**src/design/assert_macros.svh**
```systemverilog
// Assertion helpers clocked on i_clk and held off while i_rst_n is low.
`ifndef ASSERT_MACROS_SVH
`define ASSERT_MACROS_SVH

`define PFRA_ASSERT(lbl, prop, msg) \
    lbl: assert property (@(posedge i_clk) disable iff (!i_rst_n) (prop)) else $error(msg);

`define PFRA_ASSERT_NEXT(lbl, ante, cons, msg) \
    lbl: assert property (@(posedge i_clk) disable iff (!i_rst_n) (ante) |=> (cons)) \
        else $error(msg);

`endif

```
**src/design/pfra_mod.sv**
```systemverilog
module pfra_mod #(
    parameter int W = 11
) (
    input  logic         i_clk,
    input  logic         i_rst_n,
    input  logic         i_start,
    input  logic [W-1:0] i_a,
    input  logic [W-1:0] i_b,
    output logic         o_done,
    output logic [W-1:0] o_rem
);

    localparam int CNTW = $clog2(W + 1);

    logic [W-1:0]    r_a, r_b, r_rem;
    logic [CNTW-1:0] r_cnt;
    logic            r_busy, r_done;
    logic [W:0]      trial;

    assign trial = {r_rem, r_a[W-1]};

    always_ff @(posedge i_clk) begin
        if (!i_rst_n) begin
            r_busy <= 1'b0;
            r_done <= 1'b0;
        end else if (i_start) begin
            r_busy <= 1'b1;
            r_done <= 1'b0;
        end else begin
            r_done <= r_busy && (r_cnt == CNTW'(1));
            if (r_busy && (r_cnt == CNTW'(1))) begin
                r_busy <= 1'b0;
            end
        end
    end

    always_ff @(posedge i_clk) begin
        if (i_start) begin
            r_a   <= i_a;
            r_b   <= i_b;
            r_rem <= '0;
            r_cnt <= CNTW'(W);
        end else if (r_busy) begin
            r_a   <= {r_a[W-2:0], 1'b0};
            r_cnt <= r_cnt - CNTW'(1);
            if (trial >= {1'b0, r_b}) begin
                r_rem <= W'(trial - {1'b0, r_b});
            end else begin
                r_rem <= trial[W-1:0];
            end
        end
    end

    assign o_done = r_done;
    assign o_rem  = r_rem;

endmodule

```
**config.mk**
```make
export PLATFORM = sky130hd
export DESIGN_NAME = pfra_mod
export DESIGN_NICKNAME = d
export VERILOG_FILES = /design/src/design/assert_macros.svh /design/src/design/pfra_mod.sv
export SDC_FILE = /design/constraint.sdc
export NUM_CORES = 1
export LEC_CHECK = 0
export ABC_CLOCK_PERIOD_IN_PS = 2170
export BUFFER_PORTS_ARGS = -buffer_cell sky130_fd_sc_hd__buf_4
export CORE_ASPECT_RATIO = 0.6
export CORE_UTILIZATION = 45
export CTS_CLUSTER_SIZE = 24
export DETAILED_ROUTE_END_ITERATION = 10
export PLACE_DENSITY_LB_ADDON = 0.25
export SYNTH_ARGS = -nofsm -noshare
export SYNTH_HDL_FRONTEND = slang
export SYNTH_SLANG_ARGS = --single-unit
export TNS_END_PERCENT = 1
```
**constraint.sdc**
```tcl
create_clock -name i_clk -period 2.17 [get_ports i_clk]
set_clock_uncertainty 0.05 [all_clocks]
set_input_delay 0.5425 -clock i_clk [delete_from_list [all_inputs] [get_ports i_clk]]
set_output_delay 0.5425 -clock i_clk [all_outputs]
set_load 0.02 [all_outputs]
```
==> out/qor.csv, run 1 <==
stage;metric;value;unit
outcome;run_status;complete, but fails checks;
outcome;violations;negative setup slack;
clocking;numCtsBuffers;5;
cells_and_area;final_layout_size_suffix_gt1_share;42.9;%
clocking;cts_tree;yes;
grt;use_met1;32.2;%
logic_synthesis;synth.distinct_cells;48;
routing;drt_first_pass_iters;4;
worst_setup_path;arrival;2.46;ns
logic_synthesis;netlist_area;2200;sq um
timing;finalHoldViolations;0;
grt;grt_antenna_before_repair;0;
logic_synthesis;yosysMostFrequentCell;nor2_1;
logic_synthesis;synth_top_area_cell;edfxtp_1;
timing;max_freq;427;MHz
clocking;clockBufferDepth;2;
cells_and_area;nNetsFinal;325;
grt;grtUsageMet2;29.2;%
logic_synthesis;synth_nets;251;
timing;post-route-min-period;2.34;ns
die;num_rows;19;
worst_setup_path;end_kind;register;
timing;rsz0062_at_grt;true;
timing;drv_slew;0;
die;io_pins;37;
logic_synthesis;synth_edf_count;22;
timing;max_slew_margin;71.1;%
routing;drt-wirelength-per-cell;14.4;um
grt;globalRoute.totalOverflow;0;
worst_setup_path;start_kind;register;
cells_and_area;area_growth;37.6;%
timing;fin_ws;-0.170;ns
logic_synthesis;synth_cells;212;
grt;grt_use_total;21.0;%
routing;drt_iter0_markers;63;
routing;drc_errors;0;
die;coreArea;4640;sq um
worst_setup_path;cp_max_fo;6;
clocking;cts.sinks;39;
timing;hold_ws;0.371;ns
clocking;root_buffer;clkbuf_8;
clocking;path_clk_slew;0.08;ns
pwr;p_per_area;714;nW/um^2
logic_synthesis;ys_seq_area_share;45.4;%
timing;final-setup-viol-count;10;
clocking;clock_latency;0.29;ns
timing;fin_crit_sh;108;%
die;die_area;5190;sq um
min_path;hold_class;in2reg;
grt;use_met3;4.78;%
logic_synthesis;yosysTopAreaCellShare;30.0;%
grt;grt_start_max_net_pins;29;
placed_design;io_buffers;36;
pwr;leakagePower;0.00139;uW
die;start_util;47.5;%
worst_setup_path;required;2.29;ns
logic_synthesis;synth_ff_type;edfxtp_1;
placed_design;hpwl;3730;um
pwr;ir_worst_vdd;0.446;mV
routing;wl;5050;um
logic_synthesis;synth_common_cells;26 x nor2_1, 22 x edfxtp_1, 20 x inv_1, 17 x dfxtp_1, 15 x nand2_1;
logic_synthesis;syn_avg_cell_area;10.4;sq um
routing;vias;1786;
timing;worst_slew_pin_slew;0.430;ns
placed_design;gp_congestion;0.855;
routing;avgViaCountPerCell;5.10;
grt;grt_pass1_vias;1687;
cells_and_area;antenna_cells;0;
grt;grt_pass1_wl;8220;um
die;die_height;56.2;um
grt;top_usage_layer;met1;
logic_synthesis;ys_warn_count;0;
placed_design;preCtsSetupSlack;-0.254;ns
routing;ant_nets;0;
job;maxCapViolations;0;
logic_synthesis;async_reset_ff_share;0;%
worst_setup_path;critPathKind;reg2reg;
clocking;h-tree-depth;2;
logic_synthesis;synth.area.top_cells;edfxtp_1 30%, dfxtp_1 15%, ha_1 7.4%;
die;die_w;92.3;um
clocking;ctsHoldBuffers;0;
logic_synthesis;synth_seq_cells;39;
cells by family (layout without fill, tap and decap cells):
| group | count (synthesis) | after routing | share of synthesized area, % |
|---|---|---|---|
| and+or+nand+nor | 64 | 64 | 14.4 |
| AOI/OAI and AO/OA | 42 | 42 | 14.5 |
| DFF | 39 | 39 | 45.4 |
| buffers and inverters | 29 | 104 | 6.13 |
| muxes | 17 | 17 | 8.52 |
| adders and majority gates | 14 | 14 | 8.29 |
| xor gates and xnor gates | 7 | 7 | 2.78 |
flip-flops by register name, summed over array words and instances (netlist names):
name / flops
r_b: 11
o_rem: 11
o_done: 1
r_a: 11
r_cnt: 4
r_busy: 1
path summary, 6_finish.rpt:
path         slack, ns  depth (start not counted)      from  endpoint
max              -0.17                          9    r_b[0]  o_rem[5]
min reg2reg       0.45                          2  r_cnt[3]  r_cnt[3]
min               0.37                          1    i_b[2]    r_b[2]
max reg2reg      -0.17                          9    r_b[0]  o_rem[5]
cell usage in the layout (no fill, tap or decap), types with 6 or more instances in the layout:
cell	n
nand2_1	15
mux2_2	10
clkbuf_8	6
inv_1	18
dfxtp_1	12
ha_1	8
edfxtp_1	22
a211oi_2	6
o21ai_0	7
nor2_1	26
buf_4	74
per-stage QoR:
stage | cell area [sq um] | util [%] | std cells | total power, uW | TNS, ns
6_report | 3030 | 65.4 | 350 | 2160 | -1.43
5_1_grt | 3030 | 65.4 | 350 | 2270 | -2.27
4_1_cts | 2980 | 64.3 | 347 | 2140 | -1.03
3_5_place_dp | 2850 | 61.5 | 339 | 1590 | -1.83
3_3_place_gp | 2850 | 61.5 | 339 | 1580 | -0.949
2_1_floorplan | 2280 | - | 212 | 1330 | -0.340
final cells by class:
| type | instances | area (sq um) |
|---|---|---|
| clock buffers | 7 | 86.3 |
| clock inverters | 1 | 5.00 |
| fillers | 384 | 1600 |
| inverters | 20 | 75.1 |
| multi-input cells | 144 | 1200 |
| flip-flops and latches | 39 | 1010 |
| well taps | 63 | 78.8 |
| repair buffers | 76 | 578 |
report_power, final:
group	total, uW	internal (uW)	leakage (uW)	switching, uW
logic	768	398	0.000981	370
clock network	511	257	0.0000482	255
registers	886	853	0.000361	32.6
layer usage:
layer / up-vias / wire, um
li1: 903 / -
met1: 840 / 2700
met2: 37 / 2070
met3: 6 / 233
met4: 0 / 55
met5: - / 0
timing repair:
item | 4_1_cts | 5_1_grt
gates resized for setup | 9 | 5
pin swaps | 9 | 7
endpoints found under the setup margin | 10 | 11
setup buffers | 0 | 3
critical path: stages (launching register included):
cell and delay (ns):
edfxtp_1 0.43, ha_4 0.19, fa_2 0.40, nand2b_4 0.16, a21oi_4 0.13, o2111a_1 0.23, or2_4 0.19, buf_6 0.13
mux2i_4 0.22, a211oi_2 0.08
(Power assumes the default switching activity.)
==> run 2: changes to the inputs <==
--- a/config.mk
+++ b/config.mk
@@ -5,10 +5,10 @@
 export SDC_FILE = /design/constraint.sdc
 export NUM_CORES = 1
 export LEC_CHECK = 0
-export ABC_CLOCK_PERIOD_IN_PS = 2170
 export BUFFER_PORTS_ARGS = -buffer_cell sky130_fd_sc_hd__buf_4
 export CORE_ASPECT_RATIO = 0.6
 export CORE_UTILIZATION = 45
+export CTS_BUF_LIST = sky130_fd_sc_hd__clkbuf_8
 export CTS_CLUSTER_SIZE = 24
 export DETAILED_ROUTE_END_ITERATION = 10
 export PLACE_DENSITY_LB_ADDON = 0.25
==> out/qor.csv, run 2 (synthesized netlist as in run 1, its figures left out) <==
stage;metric;value;unit
worst_setup_path;critPathKind;reg2reg;
cells_and_area;final_layout_size_suffix_gt1_share;42.9;%
clocking;numCtsBuffers;5;
routing;drc_errors;0;
pwr;ir_worst_vdd;0.446;mV
outcome;run_status;complete, but fails checks;
pwr;p_per_area;712;nW/um^2
placed_design;gp_congestion;0.855;
routing;avgViaCountPerCell;5.11;
timing;drv_slew;0;
routing;drt_iter0_markers;63;
worst_setup_path;cp_max_fo;6;
worst_setup_path;end_kind;register;
timing;post-route-min-period;2.34;ns
grt;grt_antenna_before_repair;0;
cells_and_area;final_core_util;65.4;%
timing;rsz0062_at_grt;true;
clocking;clock_latency;0.29;ns
die;io_pins;37;
die;die_w;92.3;um
routing;vias;1787;
grt;grt_start_max_net_pins;29;
cells_and_area;nNetsFinal;325;
timing;finalHoldViolations;0;
clocking;clockBufferDepth;2;
pwr;p_clk_share;23.4;%
cells_and_area;antenna_cells;0;
clocking;path_clk_slew;0.08;ns
pwr;intPower;1500;uW
routing;drt_first_pass_iters;4;
cells_and_area;final_common_cell;buf_4;
clocking;cts_tree;yes;
worst_setup_path;arrival;2.46;ns
timing;fin_crit_sh;108;%
pwr;power_frac_comb;35.5;%
timing;max_freq;428;MHz
grt;globalRoute.totalOverflow;0;
die;die_height;56.2;um
cells_and_area;final_cell_mix;74 x buf_4, 26 x nor2_1, 22 x edfxtp_1, 19 x inv_1, 15 x nand2_1;
outcome;violations;negative setup slack;
timing;worst_slew_pin_slew;0.430;ns
placed_design;io_buffers;36;
worst_setup_path;required;2.29;ns
die;start_util;47.5;%
worst_setup_path;start_kind;register;
timing;final-setup-viol-count;10;
timing;max_slew_margin;71.1;%
die;die_area;5190;sq um
job;maxCapViolations;0;
placed_design;post-place-cells;339;
pwr;leakagePower;0.00139;uW
grt;grt_pass1_wl;8220;um
grt;grt_pass1_vias;1687;
clocking;cts.sinks;39;
cells_and_area;area_growth;37.6;%
die;num_rows;19;
clocking;h-tree-depth;2;
min_path;hold_class;in2reg;
pwr;p_sw;656;uW
routing;drt-wirelength-per-cell;14.4;um
pwr;p_seq_share;41.0;%
placed_design;hpwl;3730;um
pwr;power;2160;uW
routing;wl;5050;um
timing;fin_ws;-0.167;ns
clocking;root_buffer;clkbuf_8;
grt;grt_use_total;21.0;%
cells_and_area;fin_cells;350;
pwr;swShare;30.4;%
routing;ant_nets;0;
die;coreArea;4640;sq um
-- run 2: metal layers --
metal  global-route usage (%)  vias to the layer above  routed length, um
met1                     32.2                      839               2680
met2                     29.2                       39               2070
li1                         -                      903                  -
met4                     6.03                        0                 55
met3                     4.78                        6                244
met5                        0                        -                  0
-- run 2: what timing repair did --
| action | in CTS | in global routing |
|---|---|---|
| pin swaps | 9 | 7 |
| gates resized for setup | 9 | 5 |
| setup endpoints to repair | 10 | 11 |
| buffers inserted | 0 | 3 |
| hold buffers | 0 | 0 |
-- run 2: power groups by stage --
stage | clock [uW] | sequential (uW) | combinational, uW
floorplan | 0 | 930 | 402
global placement | 0 | 899 | 678
detailed placement | 0 | 902 | 690
CTS | 511 | 886 | 735
global route | 540 | 894 | 828
finish | 506 | 886 | 767
-- run 2: cell type report --
type	instances	area (sq um)
fillers	384	1600
multi-input cells	144	1200
flip-flops and latches	39	1010
repair buffers	76	578
clock buffers	6	82.6
well taps	63	78.8
inverters	20	75.1
clock inverters	2	8.76
-- run 2: worst max-delay path: stages, from the launching register on --
cell and delay (ns):
edfxtp_1 0.43, ha_4 0.19, fa_2 0.40, nand2b_4 0.16, a21oi_4 0.13, o2111a_1 0.23
or2_4 0.19, buf_6 0.13, mux2i_4 0.22, a211oi_2 0.08
-- run 2: path summary, 6_finish.rpt --
path | startpoint | end | slack, ns | cells after the start
setup / recovery | r_b[0] | o_rem[5] | -0.17 | 9
hold / removal | i_b[2] | r_b[2] | 0.37 | 1
setup reg to reg | r_b[0] | o_rem[5] | -0.17 | 9
hold reg to reg | r_cnt[3] | r_cnt[3] | 0.45 | 2
-- run 2: stage by stage --
| stage | worst slack [ns] | hold WS, ns | setup TNS, ns | instance area (sq um) |
|---|---|---|---|---|
| 2_1_floorplan | -0.0907 | 0.416 | -0.340 | 2280 |
| 3_3_place_gp | -0.129 | 0.432 | -0.949 | 2850 |
| 3_5_place_dp | -0.254 | 0.439 | -1.83 | 2850 |
| 4_1_cts | -0.158 | 0.369 | -1.03 | 2980 |
| 5_1_grt | -0.260 | 0.361 | -2.27 | 3030 |
| 6_report | -0.167 | 0.372 | -1.39 | 3030 |
==> run 3: changes to the inputs <==
--- a/config.mk
+++ b/config.mk
@@ -5,6 +5,7 @@
 export SDC_FILE = /design/constraint.sdc
 export NUM_CORES = 1
 export LEC_CHECK = 0
+export ABC_AREA = 1
 export BUFFER_PORTS_ARGS = -buffer_cell sky130_fd_sc_hd__buf_4
 export CORE_ASPECT_RATIO = 0.6
 export CORE_UTILIZATION = 45
==> out/qor.csv, run 3 <==
stage;metric;value;unit
clocking;post_cts_buffers;0;
die;die_w;95.5;um
worst_setup_path;required;2.36;ns
die;num_rows;19;
worst_setup_path;end_kind;register;
placed_design;gp_congestion;0.915;
cells_and_area;nNetsFinal;388;
timing;tns;0;ns
min_path;hold_class;in2reg;
grt;grt_antenna_before_repair;0;
logic_synthesis;synth_edf_count;22;
cells_and_area;area_growth;18.6;%
timing;post-route-min-period;2.02;ns
pwr;leakagePower;0.00148;uW
grt;grt_start_max_net_pins;20;
worst_setup_path;arrival;2.21;ns
clocking;clock_latency;0.30;ns
cells_and_area;final_layout_size_suffix_gt1_share;20.0;%
routing;vias;2027;
timing;drv_slew;0;
worst_setup_path;start_kind;register;
cells_and_area;fillers;462;
pwr;p_per_area;606;nW/um^2
cells_and_area;final_core_util;58.3;%
logic_synthesis;ys_warn_count;0;
die;start_util;49.1;%
logic_synthesis;async_reset_ff_share;0;%
timing;worst_slew_pin_slew;0.946;ns
grt;globalRoute.totalOverflow;0;
pwr;ir_worst_vdd;0.420;mV
routing;ant_nets;0;
logic_synthesis;synth.area.top_cells;edfxtp_1 28%, nand2_1 16%, dfxtp_1 14%;
cells_and_area;final_common_cell;nand2_1;
die;io_pins;37;
timing;rsz0062_at_grt;false;
logic_synthesis;synth.distinct_cells;26;
worst_setup_path;critPathKind;reg2reg;
outcome;run_status;completed;
worst_setup_path;ff2ff_path_depth;15;
clocking;cts.sinks;39;
clocking;cts-resized-gates;0;
cells_and_area;final_cell_mix;103 x nand2_1, 58 x inv_1, 41 x buf_4, 22 x edfxtp_1, 21 x nand3_1;
routing;wl;5100;um
die;die_area;5550;sq um
clocking;h-tree-depth;2;
cells_and_area;multi_input_area;1070;sq um
timing;fin_crit_sh;93.0;%
logic_synthesis;synth_top_area_cell;edfxtp_1;
cells_and_area;regArea;1000;sq um
clocking;numCtsBuffers;5;
die;coreArea;4800;sq um
logic_synthesis;synth_cells;309;
timing;final-setup-viol-count;0;
grt;grt_pass1_wl;8670;um
timing;max_slew_margin;36.7;%
clocking;clockBufferDepth;2;
logic_synthesis;synth_common_cells;103 x nand2_1, 59 x inv_1, 22 x edfxtp_1, 21 x nand3_1, 17 x dfxtp_1;
logic_synthesis;yosysMostFrequentCell;nand2_1;
routing;drt-wirelength-per-cell;12.3;um
placed_design;io_buffers;36;
timing;finalHoldViolations;0;
clocking;root_buffer;clkbuf_8;
timing;max_freq;496;MHz
logic_synthesis;synth_nets;348;
logic_synthesis;netlist_area;2360;sq um
routing;drc_errors;0;
grt;grt_pass1_vias;1901;
worst_setup_path;cp_max_fo;11;
logic_synthesis;yosysTopAreaCellShare;28.0;%
timing;hold_ws;0.368;ns
worst_setup_path;r2r_setup_slack;0.15;ns
cells_and_area;antenna_cells;0;
placed_design;hpwl;3920;um
routing;avgViaCountPerCell;4.91;
clocking;path_clk_slew;0.07;ns
min_path;hold_depth;1;
clocking;cts_tree;yes;
routing;drt_first_pass_iters;5;
job;maxCapViolations;0;
grt;grt_use_total;21.0;%
logic_synthesis;synth_seq_cells;39;
logic_synthesis;ys_seq_area_share;42.4;%
logic_synthesis;syn_avg_cell_area;7.64;sq um
die;die_height;58.1;um
routing;drt_iter0_markers;138;
clocking;ctsHoldBuffers;0;
logic_synthesis;synth_ff_type;edfxtp_1;
[run 3: stage by stage]
stage,setup slack [ns],area (sq um),power [uW],cells
3_5_place_dp,0.0526,2680,1120,405
6_report,0.152,2800,1700,413
4_1_cts,0.0275,2790,1710,413
2_1_floorplan,0.211,2360,1030,309
3_3_place_gp,0.117,2680,1110,405
5_1_grt,0.000759,2800,1780,413
[run 3: cell type report]
class | instances | area share (%)
flip-flops and latches | 39 | 35.8
multi-input cells | 201 | 38.4
repair buffers | 41 | 11.0
clock buffers | 5 | 2.46
clock inverters | 3 | 1.39
inverters | 61 | 8.18
well taps | 63 | 2.82
[run 3: worst paths after layout]
kind | from | end
min | i_b[9] | r_b[9]
min reg2reg | r_cnt[3] | r_cnt[3]
max reg2reg | r_a[10] | o_rem[9]
max | r_a[10] | o_rem[9]
[run 3: critical path, cell delays in order (launching register included)]
cell and delay [ns]:
edfxtp_1 0.32, inv_1 0.05, ha_1 0.22, fa_2 0.38, inv_2 0.09, nand2_1 0.05
nand2_1 0.09, nand2_2 0.07, nand2_1 0.08, nand2_2 0.08, buf_4 0.19, nand4_1 0.08
nand2_1 0.05, inv_1 0.08, nand2_1 0.05, nand2_1 0.05
[run 3: cells by family after synthesis]
kind of cell	after synthesis	synth area share (%)
xor gates and xnor gates	3	1.11
DFF	39	42.4
adders and majority gates	14	7.74
AOI/OAI and AO/OA	13	3.18
buffers and inverters	69	12.5
and+or+nand+nor	171	33.1
[run 3: per-layer routing]
layer	vias up	track usage (%)	wire length, um
li1	1053	-	-
met3	7	6.82	381
met4	0	6.18	61
met5	-	0	0
met1	907	31.1	2650
met2	60	28.7	2000
[run 3: where the power goes]
part | internal, uW | total [uW] | switching (uW) | leakage (uW)
clock | 337 | 593 | 257 | 0.0000556
sequential | 832 | 849 | 16.7 | 0.000359
combinational | 101 | 254 | 153 | 0.00107
